`src/hw/rtl/hbse_ram.sv`:
```
// hbse_ram: generic single-write, single-read ram with registered read data
// standalone, no package dependency

module hbse_ram #(
	parameter int WIDTH = 32,
	parameter int DEPTH = 128
) (
	input  logic                                       clk,
	input  logic                                       we,
	input  logic [((DEPTH > 1) ? $clog2(DEPTH) : 1)-1:0] waddr,
	input  logic [WIDTH-1:0]                           wdata,
	input  logic [((DEPTH > 1) ? $clog2(DEPTH) : 1)-1:0] raddr,
	output logic [WIDTH-1:0]                           rdata
);

	logic [WIDTH-1:0] mem_q [DEPTH];

	always_ff @(posedge clk) begin
		if (we) begin
			mem_q[waddr] <= wdata;
		end
		rdata <= mem_q[raddr];
	end

endmodule

```
`config.mk`:
```
export PLATFORM = sky130hd
export DESIGN_NAME = hbse_ram
export DESIGN_NICKNAME = d
export VERILOG_FILES = /design/src/hw/rtl/hbse_ram.sv
export SDC_FILE = /design/constraint.sdc
export NUM_CORES = 2
export LEC_CHECK = 0
export BUFFER_PORTS_ARGS = -buffer_cell sky130_fd_sc_hd__clkbuf_2
export CORE_ASPECT_RATIO = 1.4
export CORE_MARGIN = 1.5
export CORE_UTILIZATION = 56
export DETAILED_ROUTE_END_ITERATION = 12
export PLACE_DENSITY = 0.75
export SKIP_LAST_GASP = 1
export SYNTH_ARGS = -nofsm -noshare
export SYNTH_HDL_FRONTEND = slang
export SYNTH_SLANG_ARGS = --single-unit
```
`constraint.sdc`:
```
create_clock -name clk -period 6.48 [get_ports clk]
set_input_delay 0.648 -clock clk [delete_from_list [all_inputs] [get_ports clk]]
set_output_delay 0.648 -clock clk [all_outputs]
set_load 0.02 [all_outputs]
```
==> results.cfg <==
[run_status]
status = finished clean

[clock_network]
cts_root_buf = clkbuf_16
htreeDepth = 5
cts.hold.buffers_added = 0
clockBufferDepth = 4
cts_buffers = 368
post_cts_buffers = 0
clk_latency_ns = 0.95
cts_tree = yes
cts.clk_slew.worst_paths_ns = 0.07
post_cts_resized = 0
cts.sinks = 4128

[power]
power.density_nw_per_um2 = 309
p_leak_nw = 53.5
power_frac_seq = 0.547
power_switching_mw = 11.6
vdd_drop_max_mv = 0.236
clkPwrFrac = 0.399
internal_power_mw = 42.5
power_frac_comb = 0.054
swShare = 0.215

[finish]
multi_input_area_sq_um = 32300
final_cells = 10439
fin_nets = 6422
area_delta_synth_final_pct = 12.2
nFillCells = 16956
drive_gt1_frac = 0.354
register_area_sq_um = 124000

[timing]
slew-limit-headroom = 0.101
fin_crit_ns = 3.50
tightest_slew_ns = 1.34
clock-skew-final_ns = 0.0642
tns_ns = 0
final.period_utilization = 0.540
drv_slew = 0
max_freq_mhz = 286
rsz0062_at_grt = false
final_hold_viol_count = 0
setup_viol = 0

[worst_setup_path]
path_max_fanout = 78
worstPathRequired_ns = 7.27
r2r_cells = 4
path_class = in2reg
r2r-start = mem_q[55][2]
endpoint_kind = flop
startpoint = raddr[0]
arrival_ns = 4.29
start_kind = input port

[synth]
synth_area_leader_cell = edfxtp_1
ys_ff_latch = 4128
synth_nets = 6038
yosysMostFrequentCell = edfxtp_1
synth-seq-area-share = 0.791
synth-edff-count = 4096
syn_area_sq_um = 156000
avgSynthCellArea_sq_um = 26.1
synth_ff_type = edfxtp_1
ys_types = 17
ys_warn_count = 0
syn_inst = 5990
synthTopCellsByArea = edfxtp_1, mux4_2, clkbuf_1, dfxtp_1, nor2_1
synthTopCellsByCount = edfxtp_1, mux4_2, clkbuf_1
synth_top_area_frac = 0.787
async_reset_ff_frac = 0

[global_routing]
grt_pass1_vias = 74251
grt_overflow = 0
grt_max_degree = 102
antenna_found_initial = 58
grt_usage = 0.301
grt_pass1_wl_mm = 585

[route]
drt-initial-drc-count = 11373
vias = 72455
post_drt_wl_per_cell_um = 40.6
wl_mm = 424
firstDrtPassIters = 6
route.detailed.drc = 0
viasPerCell = 6.94
antenna_left = 0

[worst_hold_path]
hp-class = in2reg
min_from = wdata[23]
whs_path_depth = 1

[floorplanning]
coreArea_sq_um = 278000
pin_count = 80
dieArea_sq_um = 282000
dieHeight_um = 628
die_w_um = 449
rows = 229
start_util = 0.563

[run]
maxCapViolCount = 0

[placement]
portBuffers = 79
place.detailed.hpwl_mm = 233
place.gp.congestion = 0.860
dpl.cell_count = 9699
cells by family (layout without fill, tap and decap cells):
kind of cell / Yosys count / in the layout / share of synthesized area
and+or+nand+nor: 170 / 170 / 0.00446
DFF: 4128 / 4128 / 0.791
buffers and inverters: 316 / 989 / 0.00839
other: 0 / 80 / 0
muxes: 1376 / 1376 / 0.196
layout by cell type (no fill, tap or decap), types with 2 or more instances in the layout:
cell type / n
buf_12: 36
buf_4: 248
buf_8: 4
bufinv_16: 30
clkbuf_1: 62
clkbuf_16: 379
clkbuf_2: 40
clkbuf_8: 5
clkinv_1: 77
clkinv_2: 68
clkinv_4: 11
clkinv_8: 3
clkinvlp_4: 12
dfxtp_1: 32
diode_2: 80
edfxtp_1: 4096
inv_16: 2
inv_6: 10
mux2_2: 32
mux4_2: 1344
nand2_1: 14
nand2b_1: 2
nand3_1: 8
nand3_2: 4
nand4_1: 3
nor2_1: 3
nor2_4: 119
nor2b_1: 7
nor3_2: 9
power groups by stage:
stage                     registers (mW)  clock network [mW]  logic [mW]
after floorplan                     30.1                   0        1.42
after global placement              30.2                   0        2.80
after detailed placement            30.2                   0        2.86
after CTS                           29.6                21.7        2.90
after global routing                29.6                22.6        2.97
final                               29.6                21.6        2.92
path summary, 6_finish.rpt:
check	end	slack, ns
worst min register to register	rdata[19]	1.16
worst max-delay path	rdata[8]	2.98
worst min-delay path	mem_q[73][23]	0.12
worst max register to register	rdata[2]	3.74
registers in the layout, summed over array words and instances (netlist names):
register  flops
rdata        32
mem_q      4096
critical path, stage by stage:
cell,delay (ns)
buf_12,0.57
buf_12,0.35
buf_12,0.29
mux4_2,0.55
mux4_2,0.67
mux4_2,0.67
mux2_2,0.31
stage by stage:
step | hold slack (ns) | util | cell area (sq um) | total power [mW] | setup WS [ns]
6_report | 0.119 | 0.631 | 175000 | 54.2 | 2.98
5_1_grt | 0.119 | 0.631 | 175000 | 55.2 | 2.91
4_1_cts | 0.0940 | 0.631 | 175000 | 54.2 | 3.05
3_5_place_dp | 1.08 | 0.588 | 163000 | 33.0 | 2.09
3_3_place_gp | 1.07 | 0.588 | 163000 | 33.0 | 2.10
2_1_floorplan | 0.747 | - | 156000 | 31.6 | 2.59
per-layer routing:
layer | track usage | wire, um | vias up
li1 | - | - | 27173
met1 | 0.367 | 132000 | 38550
met2 | 0.495 | 213000 | 5633
met3 | 0.0676 | 49600 | 1065
met4 | 0.182 | 28700 | 34
met5 | 0 | 241 | -
area by class of cell:
class	instances	share of cell area
clock inverters	213	0.0108
flip-flops and latches	4128	0.705
clock buffers	446	0.0558
multi-input cells	1546	0.184
repair buffers	330	0.0163
well taps	3696	0.0264
diodes	80	0.00114
Note: power is estimated with default switching activity, not from simulation.
